==> config.mk <==
export PLATFORM = sky130hd
export DESIGN_NAME = discovery_request_responder
export DESIGN_NICKNAME = d
export VERILOG_FILES = /design/src/hw/rtl/drr_pkg.sv /design/src/hw/rtl/drr_cfg_regs.sv /design/src/hw/rtl/drr_checker.sv /design/src/hw/rtl/drr_streamer.sv /design/src/hw/rtl/discovery_request_responder.sv
export SDC_FILE = /design/constraint.sdc
export NUM_CORES = 1
export LEC_CHECK = 0
export BUFFER_PORTS_ARGS = -buffer_cell sky130_fd_sc_hd__buf_4
export CAP_MARGIN = 10
export CORE_AREA = 8 8 211 213
export DETAILED_ROUTE_END_ITERATION = 10
export DIE_AREA = 0 0 219 221
export HOLD_SLACK_MARGIN = 0.15
export PLACE_DENSITY = 0.71
export SYNTH_ARGS = -nofsm -noshare
export SYNTH_HDL_FRONTEND = slang
export SYNTH_SLANG_ARGS = --single-unit
==> constraint.sdc <==
create_clock -name clk -period 3.62 [get_ports clk]
set_clock_uncertainty 0.1 [all_clocks]
set_input_delay 0.181 -clock clk [delete_from_list [all_inputs] [get_ports clk]]
set_output_delay 0.181 -clock clk [all_outputs]
set_load 0.01 [all_outputs]
==> src/hw/rtl/drr_pkg.sv <==
`timescale 1ns / 1ps
`default_nettype none
// Package for the discovery request responder.
// Holds the channel payload types, the protocol constants and the response frame builder.
// No dependencies.

package drr_pkg;

    // One received datagram byte with its side information.
    typedef struct packed {
        logic [7:0] rx_byte;
        logic       extended_port;
        logic       final_byte;
    } drr_in_t;

    // One result item.
    typedef struct packed {
        logic [7:0] tx_byte;
        logic [2:0] outcome;
        logic       run_end;
    } drr_out_t;

    // Endpoint configuration as held in the register bank.
    typedef struct packed {
        logic [63:0] tls_addr_high;
        logic [63:0] tls_addr_low;
        logic [63:0] tcp_addr_high;
        logic [63:0] tcp_addr_low;
        logic [15:0] tls_port;
        logic [15:0] tcp_port;
        logic [1:0]  endpoints_present;
    } drr_cfg_t;

    // Decision handed from the request checker to the response streamer.
    typedef struct packed {
        logic       valid;
        logic [2:0] outcome;
        logic       ext;
        logic       use_tls;
    } drr_job_t;

    // Register indexes of the configuration port.
    localparam logic [2:0] REG_TLS_ADDR_HIGH = 3'd0;
    localparam logic [2:0] REG_TLS_ADDR_LOW  = 3'd1;
    localparam logic [2:0] REG_TCP_ADDR_HIGH = 3'd2;
    localparam logic [2:0] REG_TCP_ADDR_LOW  = 3'd3;
    localparam logic [2:0] REG_TLS_PORT      = 3'd4;
    localparam logic [2:0] REG_TCP_PORT      = 3'd5;
    localparam logic [2:0] REG_ENDPOINTS     = 3'd6;

    // Outcome codes.
    localparam logic [2:0] OUT_RESPONSE     = 3'd0;
    localparam logic [2:0] OUT_TOO_SHORT    = 3'd1;
    localparam logic [2:0] OUT_BAD_HEADER   = 3'd2;
    localparam logic [2:0] OUT_BAD_VERSION  = 3'd3;
    localparam logic [2:0] OUT_NO_ENDPOINT  = 3'd4;

    // Protocol constants.
    localparam logic [7:0]  VER_BYTE        = 8'h01;
    localparam logic [7:0]  INV_VER_BYTE    = 8'hFE;
    localparam logic [15:0] BASIC_REQ_TYPE  = 16'h9000;
    localparam logic [15:0] BASIC_RSP_TYPE  = 16'h9001;
    localparam logic [15:0] EXT_TYPE        = 16'h2000;
    localparam logic [15:0] EXT_VERSION     = 16'h0100;
    localparam logic [15:0] EXT_MAX_PAYLOAD = 16'h1000;
    localparam logic [7:0]  SEC_TLS         = 8'h00;
    localparam logic [7:0]  SEC_NONE        = 8'h10;
    localparam logic [7:0]  PROTO_TCP       = 8'h00;
    localparam logic [7:0]  BASIC_LEN_BYTE  = 8'h02;
    localparam logic [7:0]  BASIC_RSP_PLEN  = 8'd20;
    localparam logic [7:0]  EXT_RSP_PLEN    = 8'd24;

    // Request lengths and last response byte indexes.
    localparam logic [4:0] BASIC_REQ_LEN  = 5'd10;
    localparam logic [4:0] EXT_REQ_LEN    = 5'd28;
    localparam logic [4:0] BASIC_RSP_LAST = 5'd27;
    localparam logic [4:0] EXT_RSP_LAST   = 5'd31;
    localparam logic [4:0] POS_MAX        = 5'd31;

    // Returns byte idx of the response frame, byte 0 first on the wire.
    function automatic logic [7:0] rsp_byte(
        input logic [4:0]  idx,
        input logic        ext,
        input logic [63:0] addr_high,
        input logic [63:0] addr_low,
        input logic [15:0] port,
        input logic [7:0]  sec
    );
        logic [255:0] frame;
        if (ext)
        begin
            frame = {VER_BYTE, INV_VER_BYTE, EXT_TYPE, 24'h000000, EXT_RSP_PLEN,
                     EXT_VERSION, EXT_MAX_PAYLOAD, addr_high, addr_low, port, sec,
                     PROTO_TCP};
        end
        else
        begin
            frame = {VER_BYTE, INV_VER_BYTE, BASIC_RSP_TYPE, 24'h000000, BASIC_RSP_PLEN,
                     addr_high, addr_low, port, sec, PROTO_TCP, 32'h00000000};
        end
        // Byte idx sits at bit offset 8 * (31 - idx).
        return frame[{~idx, 3'b000} +: 8];
    endfunction

endpackage

`default_nettype wire

==> src/hw/rtl/drr_cfg_regs.sv <==
`timescale 1ns / 1ps
`default_nettype none
// Configuration register bank of the discovery request responder.
// Depends on drr_pkg for the register indexes and the configuration struct.

module drr_cfg_regs
    import drr_pkg::*;
(
    input  wire logic        clk,
    input  wire logic        rst_n,
    input  wire logic        wr_en,
    input  wire logic [2:0]  wr_index,
    input  wire logic [63:0] wr_data,
    output drr_cfg_t         cfg
);

    drr_cfg_t cfg_reg;
    drr_cfg_t cfg_next;

    // Decode the register index; unknown indexes leave the bank untouched.
    always_comb
    begin
        cfg_next = cfg_reg;
        if (wr_en)
        begin
            unique case (wr_index)
                REG_TLS_ADDR_HIGH: cfg_next.tls_addr_high     = wr_data;
                REG_TLS_ADDR_LOW:  cfg_next.tls_addr_low      = wr_data;
                REG_TCP_ADDR_HIGH: cfg_next.tcp_addr_high     = wr_data;
                REG_TCP_ADDR_LOW:  cfg_next.tcp_addr_low      = wr_data;
                REG_TLS_PORT:      cfg_next.tls_port          = wr_data[15:0];
                REG_TCP_PORT:      cfg_next.tcp_port          = wr_data[15:0];
                REG_ENDPOINTS:     cfg_next.endpoints_present = wr_data[1:0];
                default:           cfg_next = cfg_reg;
            endcase
        end
    end

    always_ff @(posedge clk or negedge rst_n)
    begin
        if (!rst_n)
        begin
            cfg_reg <= '0;
        end
        else
        begin
            cfg_reg <= cfg_next;
        end
    end

    assign cfg = cfg_reg;

endmodule

`default_nettype wire

==> src/hw/rtl/drr_checker.sv <==
`timescale 1ns / 1ps
`default_nettype none
// Request checker: tracks the byte position and header checks of one datagram.
// Depends on drr_pkg for constants and the job struct handed to the streamer.

module drr_checker
    import drr_pkg::*;
(
    input  wire logic       clk,
    input  wire logic       rst_n,
    input  wire logic       accept,
    input  drr_in_t         in_data,
    input  wire logic [1:0] endpoints_present,
    output drr_job_t        job,
    output logic            at_start
);

    logic [4:0] byte_position_reg, byte_position_next;
    logic       header_fault_reg, header_fault_next;
    logic       version_fault_reg, version_fault_next;
    logic [7:0] security_seen_reg, security_seen_next;
    logic [7:0] protocol_seen_reg, protocol_seen_next;
    logic       port_latched_reg, port_latched_next;

    logic       ext;
    logic [4:0] req_len;
    logic [4:0] pos_inc;
    logic [7:0] b;
    logic [2:0] outcome;
    logic       use_tls;

    assign b       = in_data.rx_byte;
    // The port seen on the first byte holds for the whole datagram.
    assign ext     = (byte_position_reg == '0) ? in_data.extended_port : port_latched_reg;
    assign req_len = ext ? EXT_REQ_LEN : BASIC_REQ_LEN;
    assign pos_inc = (byte_position_reg == POS_MAX) ? POS_MAX : byte_position_reg + 5'd1;

    // Check the current byte against its place in the request.
    always_comb
    begin
        header_fault_next  = header_fault_reg;
        version_fault_next = version_fault_reg;
        security_seen_next = security_seen_reg;
        protocol_seen_next = protocol_seen_reg;
        if (byte_position_reg < req_len)
        begin
            case (byte_position_reg)
                5'd0: if (b != VER_BYTE) header_fault_next = 1'b1;
                5'd1: if (b != INV_VER_BYTE) header_fault_next = 1'b1;
                5'd2:
                begin
                    if (b != (ext ? EXT_TYPE[15:8] : BASIC_REQ_TYPE[15:8]))
                        header_fault_next = 1'b1;
                end
                5'd3:
                begin
                    if (b != (ext ? EXT_TYPE[7:0] : BASIC_REQ_TYPE[7:0]))
                        header_fault_next = 1'b1;
                end
                5'd4, 5'd5, 5'd6: if (!ext && b != 8'h00) header_fault_next = 1'b1;
                5'd7: if (!ext && b != BASIC_LEN_BYTE) header_fault_next = 1'b1;
                5'd8:
                begin
                    if (ext)
                    begin
                        if (b != EXT_VERSION[15:8]) version_fault_next = 1'b1;
                    end
                    else
                    begin
                        security_seen_next = b;
                    end
                end
                5'd9:
                begin
                    if (ext)
                    begin
                        if (b != EXT_VERSION[7:0]) version_fault_next = 1'b1;
                    end
                    else
                    begin
                        protocol_seen_next = b;
                    end
                end
                5'd12: if (ext) security_seen_next = b;
                5'd13: if (ext) protocol_seen_next = b;
                default: ;
            endcase
        end
    end

    // Verdict for the datagram, in order of precedence, with endpoint fallback.
    always_comb
    begin
        outcome = OUT_RESPONSE;
        use_tls = 1'b0;
        priority if (pos_inc < req_len)
            outcome = OUT_TOO_SHORT;
        else if (header_fault_next)
            outcome = OUT_BAD_HEADER;
        else if (ext && version_fault_next)
            outcome = OUT_BAD_VERSION;
        else if (protocol_seen_next != PROTO_TCP)
            outcome = OUT_NO_ENDPOINT;
        else if (security_seen_next == SEC_TLS)
        begin
            priority if (endpoints_present[0])
                use_tls = 1'b1;
            else if (endpoints_present[1])
                use_tls = 1'b0;
            else
                outcome = OUT_NO_ENDPOINT;
        end
        else if (security_seen_next == SEC_NONE)
        begin
            priority if (endpoints_present[1])
                use_tls = 1'b0;
            else if (endpoints_present[0])
                use_tls = 1'b1;
            else
                outcome = OUT_NO_ENDPOINT;
        end
        else
            outcome = OUT_NO_ENDPOINT;
    end

    // Per-datagram state advances on each accepted byte and clears after the final byte.
    always_comb
    begin
        byte_position_next = byte_position_reg;
        port_latched_next  = port_latched_reg;
        if (accept)
        begin
            if (in_data.final_byte)
            begin
                byte_position_next = '0;
                port_latched_next  = 1'b0;
            end
            else
            begin
                byte_position_next = pos_inc;
                port_latched_next  = ext;
            end
        end
    end

    always_ff @(posedge clk or negedge rst_n)
    begin
        if (!rst_n)
        begin
            byte_position_reg <= '0;
            header_fault_reg  <= 1'b0;
            version_fault_reg <= 1'b0;
            security_seen_reg <= '0;
            protocol_seen_reg <= '0;
            port_latched_reg  <= 1'b0;
        end
        else
        begin
            byte_position_reg <= byte_position_next;
            port_latched_reg  <= port_latched_next;
            if (accept)
            begin
                if (in_data.final_byte)
                begin
                    header_fault_reg  <= 1'b0;
                    version_fault_reg <= 1'b0;
                    security_seen_reg <= '0;
                    protocol_seen_reg <= '0;
                end
                else
                begin
                    header_fault_reg  <= header_fault_next;
                    version_fault_reg <= version_fault_next;
                    security_seen_reg <= security_seen_next;
                    protocol_seen_reg <= protocol_seen_next;
                end
            end
        end
    end

    assign job.valid   = accept && in_data.final_byte;
    assign job.outcome = outcome;
    assign job.ext     = ext;
    assign job.use_tls = use_tls;
    assign at_start    = (byte_position_reg == '0);

endmodule

`default_nettype wire

==> src/hw/rtl/drr_streamer.sv <==
`timescale 1ns / 1ps
`default_nettype none
// Response streamer: plays out a response frame or a single status item.
// Depends on drr_pkg for the job, configuration and output types and the frame builder.

module drr_streamer
    import drr_pkg::*;
(
    input  wire logic clk,
    input  wire logic rst_n,
    input  drr_job_t  job,
    input  drr_cfg_t  cfg,
    input  wire logic out_ready,
    output logic      out_valid,
    output drr_out_t  out_data,
    output logic      busy
);

    logic       active_reg, active_next;
    logic [4:0] idx_reg, idx_next;
    logic [4:0] last_idx_reg;
    logic [2:0] outcome_reg;
    logic       ext_reg;
    logic       use_tls_reg;
    logic       out_valid_reg, out_valid_next;
    drr_out_t   out_data_reg;
    drr_out_t   item;
    logic       advance;
    logic       is_last;

    // Move one item into the output register whenever it is free or being taken.
    assign advance = active_reg && (!out_valid_reg || out_ready);
    assign is_last = (idx_reg == last_idx_reg);

    // Build the next result item.
    always_comb
    begin
        item.outcome = outcome_reg;
        item.run_end = is_last;
        if (outcome_reg == OUT_RESPONSE)
        begin
            item.tx_byte = rsp_byte(idx_reg, ext_reg,
                use_tls_reg ? cfg.tls_addr_high : cfg.tcp_addr_high,
                use_tls_reg ? cfg.tls_addr_low : cfg.tcp_addr_low,
                use_tls_reg ? cfg.tls_port : cfg.tcp_port,
                use_tls_reg ? SEC_TLS : SEC_NONE);
        end
        else
        begin
            item.tx_byte = 8'h00;
        end
    end

    // Sequencing of the frame and the output register handshake.
    always_comb
    begin
        active_next    = active_reg;
        idx_next       = idx_reg;
        out_valid_next = out_valid_reg;
        if (advance)
        begin
            out_valid_next = 1'b1;
            idx_next       = idx_reg + 5'd1;
            if (is_last)
                active_next = 1'b0;
        end
        else if (out_ready)
        begin
            out_valid_next = 1'b0;
        end
        // A new job only arrives while the streamer is idle.
        if (job.valid)
        begin
            active_next = 1'b1;
            idx_next    = '0;
        end
    end

    always_ff @(posedge clk or negedge rst_n)
    begin
        if (!rst_n)
        begin
            active_reg    <= 1'b0;
            idx_reg       <= '0;
            out_valid_reg <= 1'b0;
        end
        else
        begin
            active_reg    <= active_next;
            idx_reg       <= idx_next;
            out_valid_reg <= out_valid_next;
        end
    end

    // Job fields and output payload need no reset.
    always_ff @(posedge clk)
    begin
        if (job.valid)
        begin
            outcome_reg <= job.outcome;
            ext_reg     <= job.ext;
            use_tls_reg <= job.use_tls;
            if (job.outcome != OUT_RESPONSE)
                last_idx_reg <= '0;
            else
                last_idx_reg <= job.ext ? EXT_RSP_LAST : BASIC_RSP_LAST;
        end
        if (advance)
            out_data_reg <= item;
    end

    assign out_valid = out_valid_reg;
    assign out_data  = out_data_reg;
    assign busy      = active_reg;

endmodule

`default_nettype wire

==> src/hw/rtl/discovery_request_responder.sv <==
`timescale 1ns / 1ps
`default_nettype none
// Top level of the discovery request responder.
// Depends on drr_pkg, drr_cfg_regs, drr_checker and drr_streamer.

// Datagram bytes are taken one per cycle and checked as they stream in; only
// a final byte can be held back, as below. The final byte of a datagram
// produces a 28-byte (basic) or 32-byte (extended) response, or one status
// item, played out one item per cycle from an output register while
// out_ready does not stall it. The response streamer holds one frame at a
// time: while it is still playing out a frame, non-final bytes of the next
// datagram are still taken, but a final byte waits until the streamer is
// free. Configuration writes are always accepted and are to be made while
// no datagram is in flight.

module discovery_request_responder
    import drr_pkg::*;
(
    input  wire logic        clk,
    input  wire logic        rst_n,
    input  wire logic        in_valid,
    output logic             in_ready,
    input  drr_in_t          in_data,
    output logic             out_valid,
    input  wire logic        out_ready,
    output drr_out_t         out_data,
    input  wire logic        cfg_valid,
    output logic             cfg_ready,
    input  wire logic [2:0]  cfg_index,
    input  wire logic [63:0] cfg_data
);

    drr_cfg_t cfg;
    drr_job_t job;
    logic     busy;
    logic     at_start;
    logic     in_accept;

    // A final byte needs the streamer free; other bytes are always taken.
    assign in_ready  = !(in_data.final_byte && busy);
    assign in_accept = in_valid && in_ready;
    assign cfg_ready = 1'b1;

    drr_cfg_regs u_cfg_regs (
        .clk      (clk),
        .rst_n    (rst_n),
        .wr_en    (cfg_valid && cfg_ready),
        .wr_index (cfg_index),
        .wr_data  (cfg_data),
        .cfg      (cfg)
    );

    drr_checker u_checker (
        .clk               (clk),
        .rst_n             (rst_n),
        .accept            (in_accept),
        .in_data           (in_data),
        .endpoints_present (cfg.endpoints_present),
        .job               (job),
        .at_start          (at_start)
    );

    drr_streamer u_streamer (
        .clk       (clk),
        .rst_n     (rst_n),
        .job       (job),
        .cfg       (cfg),
        .out_ready (out_ready),
        .out_valid (out_valid),
        .out_data  (out_data),
        .busy      (busy)
    );

`ifndef SYNTH
    // A request's final byte always starts the streamer.
    a_final_starts_stream: assert property (@(posedge clk) disable iff (!rst_n)
        in_accept && in_data.final_byte |=> busy)
        else $error("final byte did not start the response streamer");

    // After a final byte the next datagram starts at position zero.
    a_final_clears_position: assert property (@(posedge clk) disable iff (!rst_n)
        in_accept && in_data.final_byte |=> at_start)
        else $error("byte position not cleared after final byte");

    // A status item is a lone zero byte that closes its run.
    a_status_single: assert property (@(posedge clk) disable iff (!rst_n)
        out_valid && (out_data.outcome != OUT_RESPONSE)
            |-> out_data.run_end && (out_data.tx_byte == 8'h00))
        else $error("status item malformed");
`endif

endmodule

`default_nettype wire
==> impl_results.md <==
* CP max-delay cell: o311ai_2
* H-tree depth at 2
* Number of routed nets with antenna violations at 0
* Worst IR drop on VDD at 0.4459 mV
* Share of the yosys chip area belonging to registers at 47.11%
* # IOs at 97
* Compound-Gate Fraction of Synth Area at 6.283%
* ANT cells at 0
* Fin crit share at 90.95%
* Final setup viols at 0
* CP most frequent cell: ha_1
* Largest net degree at the start of global routing at 124
* Async SR Flop Fraction at 94.41%
* Synth unique cells at 65
* Vias in the first global route at 13393
* Syn Nets at 1407
* Initial core utilization at 44.23%
* Pins Over Slew Limit at 0
* DP Wirelength at 32640 um
* Largest family of logic cells by synthesized area: multiplexers
* Antenna violations before repair at 0
* Max reg flops at 290
* Clock Latency Late Sink at 520 ps
* CTS tree: yes
* Int Pwr at 9.359 mW
* CP endpoint kind: flop
* Max-cap violations at 0
* Cts bufs inserted at 37
* Synth Area in Simple Gates at 5.831%
* Number of vias per cell at 6.128
* Fmax at 303.7 MHz
* Max incr delay on CP at 420 ps
* Final min period at 3292 ps
* Top_reg_cell synth: dfrtp_1
* First-pass GRT wire length at 77210 um
* Fin cells at 2033
* Fin. Hold Viols at 0
* Overall die height at 221 um
* Clk buf depth at 3
* Seq pwr share at 40.5%
* Via count at 12459
* Cells after DPL at 1887
* Total gr overflow at 0
* EDFF count, synth at 19
* Slew headroom at 35.21%
* Pwr Density at 637.3 mW/mm^2
* Synth Area in Adders at 0.6166%
* Synth warnings at 0
* Clk slew on worst S/H paths at 60 ps
* Crit Path Max Fanout at 5
* Status: completed
* Crit-path cells: inv_1 -> ha_1 -> nor4b_4 -> mux2i_1 -> ha_1 -> nor3_1 -> o311ai_2 -> nor4b_1 -> o21ai_0 -> nor4_2 -> nor4b_2
* Row cnt at 75
* Clock root buffer: clkbuf_16
* CTS Sinks at 340
* Layout cells sized above 1 at 42.97%
* FF+latch count, synth at 340
* RSZ-0062 raised after global routing: no
* Sw Share at 32.42%
* GRT Total Usage at 19.92%
* Clock power frac at 27.5%
* Mapped Area at 0.01826 mm^2
* Worst setup startpoint: u_checker.byte_position_reg[1]$_DFFE_PN0P_
* Chip width at 219 um
* Leak at 8.777 nW
* Worst Setup Path Type: reg -> reg
* Avg WL per Cell at 23.64 um
* Critical path startpoint category: flop
* Initial DRC Count at 1103
* XOR/XNOR Fraction of Synth Area at 0.2878%
* First-pass DRT Iterations at 5
* Critical R2R Launch: u_checker.byte_position_reg[1]$_DFFE_PN0P_
* Worst-Margin Slew at 971.8 ps
* Nets at 1559
* Comb pwr share at 32.0%
* Worst Hold Class: in -> async
* Cells after Synth at 1316
* Placer congestion estimate at 0.9391
* DRC violations left at 0
* Avg Inst Size Synth at 13.88 um^2
* Worst Path Required at 3870 ps
* Die ar. at 0.04840 mm^2
* IO Port Bufs at 95
* Synth-to-layout area growth at 18.99%
* Switching power at 4.489 mW
* Setup TNS Final at 0 ps
* Final WL at 48050 um
* Arrival @ worst endpoint at 3550 ps
* Post-synthesis mux area share at 37.27%
* Core area at 0.04129 mm^2
[through the flow]
step	area, um^2	utilization [%]	hold slack, ps	setup slack, ps	power [mW]
floorplan	18260	-	-214.6	13.99	8.461
global placement	19690	47.69	242.8	169.3	9.834
detailed placement	19690	47.69	265.6	87.12	9.970
CTS	21710	52.57	300.2	50.26	13.88
global route	21730	52.62	311.1	58.59	14.54
finish	21730	52.62	256.7	327.7	13.85
[worst paths after layout]
kind,slack [ps],cells after the start,to
hold / removal,260,2,u_cfg_regs.cfg[205]$_DFFE_PN0P_
setup / recovery,330,11,u_streamer.last_idx_reg[2]$_SDFFCE_PP0P_
hold reg to reg,400,2,u_checker.protocol_seen_reg[1]$_DFFE_PN0P_
setup reg to reg,330,11,u_streamer.last_idx_reg[2]$_SDFFCE_PP0P_
max in group asynchronous,2260,3,u_cfg_regs.cfg[158]$_DFFE_PN0P_
min in group clk,370,3,u_cfg_regs.cfg[275]$_DFFE_PN0P_
[worst max-delay path: cells and delay by family, from the launching register on]
family / cells / cell delay, ps
flip-flops: 1 / 380
multiplexers: 1 / 280
adder cells (fa/ha/maj): 2 / 440
AND/OR/NAND/NOR: 5 / 1240
AO/OA/AOI/OAI: 2 / 590
buffers and inverters: 1 / 100
[per-layer routing]
layer / global-route usage (%) / part of all wire (%) / vias up / routed length, um
met5: 0 / 0 / - / 0
met3: 3.479 / 6.0 / 79 / 2898
li1: - / - / 5410 / -
met2: 33.94 / 51 / 418 / 24440
met4: 5.468 / 2.3 / 0 / 1121
met1: 25.88 / 41 / 6552 / 19590
[power groups by stage]
| stage | Sequential [mW] | Combinational, mW | Clock, mW |
|---|---|---|---|
| floorplan | 5.25 | 3.21 | 0 |
| global placement | 5.61 | 4.23 | 0 |
| detailed placement | 5.66 | 4.31 | 0 |
| CTS | 5.60 | 4.41 | 3.88 |
| global route | 5.74 | 4.77 | 4.03 |
| finish | 5.61 | 4.43 | 3.81 |
[Yosys cell counts, types with 4 or more instances]
library cell / count / area (um^2)
nand3_1: 10 / 50.05
o31ai_1: 4 / 30.03
inv_1: 7 / 26.28
nor4_1: 12 / 75.07
dfrtp_1: 321 / 8033
mux2i_1: 42 / 420.4
nand4b_1: 4 / 35.03
a22o_1: 7 / 61.31
nor3_1: 20 / 100.1
a31oi_1: 6 / 37.54
a221oi_1: 8 / 70.07
mux4_2: 133 / 2995
o22ai_1: 9 / 56.30
buf_2: 11 / 55.05
buf_1: 9 / 33.78
xor2_1: 4 / 35.03
a211oi_1: 9 / 67.56
ha_1: 9 / 112.6
mux2_2: 301 / 3390
nand2_1: 55 / 206.5
nor3b_1: 6 / 45.04
or3_1: 5 / 31.28
a21o_1: 8 / 60.06
buf_4: 11 / 82.58
a2111oi_0: 4 / 35.03
a22oi_1: 26 / 195.2
nor2_1: 52 / 195.2
nand2b_1: 8 / 50.05
edfxtp_1: 19 / 570.6
clkbuf_1: 73 / 274.0
o21ai_0: 30 / 150.1
nor2b_1: 12 / 75.07
a21oi_1: 25 / 125.1
o211ai_1: 4 / 30.03
[what timing repair did]
| item | 4_1_cts | 5_1_grt |
|---|---|---|
| gates resized for setup | 0 | 3 |
| endpoints found under the setup margin | 0 | 4 |
| endpoints found under the hold margin | 431 | 0 |
| hold buffers | 81 | 0 |
| buffers inserted | 0 | 0 |
[final cells by class]
type / instances / area (um^2)
Inverter: 7 / 26.28
Sequential cell: 340 / 8607
Clock buffer: 56 / 1079
Clock inverter: 9 / 123.9
Fill cell: 3480 / 19560
Timing Repair Buffer: 217 / 1989
Multi-Input combinational cell: 865 / 9229
Tap cell: 539 / 674.4
[placed cells by master, fill, tap and decap left out, drive strengths merged, types with 7 or more instances in the layout]
cell type    Yosys  final
a211oi           9      9
o21ai           31     31
edfxtp          19     19
nor2b           12     12
nand2b           8      8
nand2           55     55
nor3            21     21
mux2i           42     42
clkbuf          73     56
a221oi           8      8
nand3           10     10
a22oi           26     26
mux2           301    301
inv              7      8
o22ai            9      9
a21oi           25     25
a22o             7      7
ha               9      9
buf             31    136
mux4           133    133
nor2            52     52
a21o             8      8
dfrtp          321    321
nor4            12     12
dlygate4sd3      0     81
[kinds of logic after synthesis]
group | after synthesis
simple gates | 208
other cells | 1
mux | 476
compound gates | 165
xor+xnor | 6
fa+ha+maj | 9
buf+inv | 111
flops | 340
No activity file was read; power rests on OpenSTA's default activity.
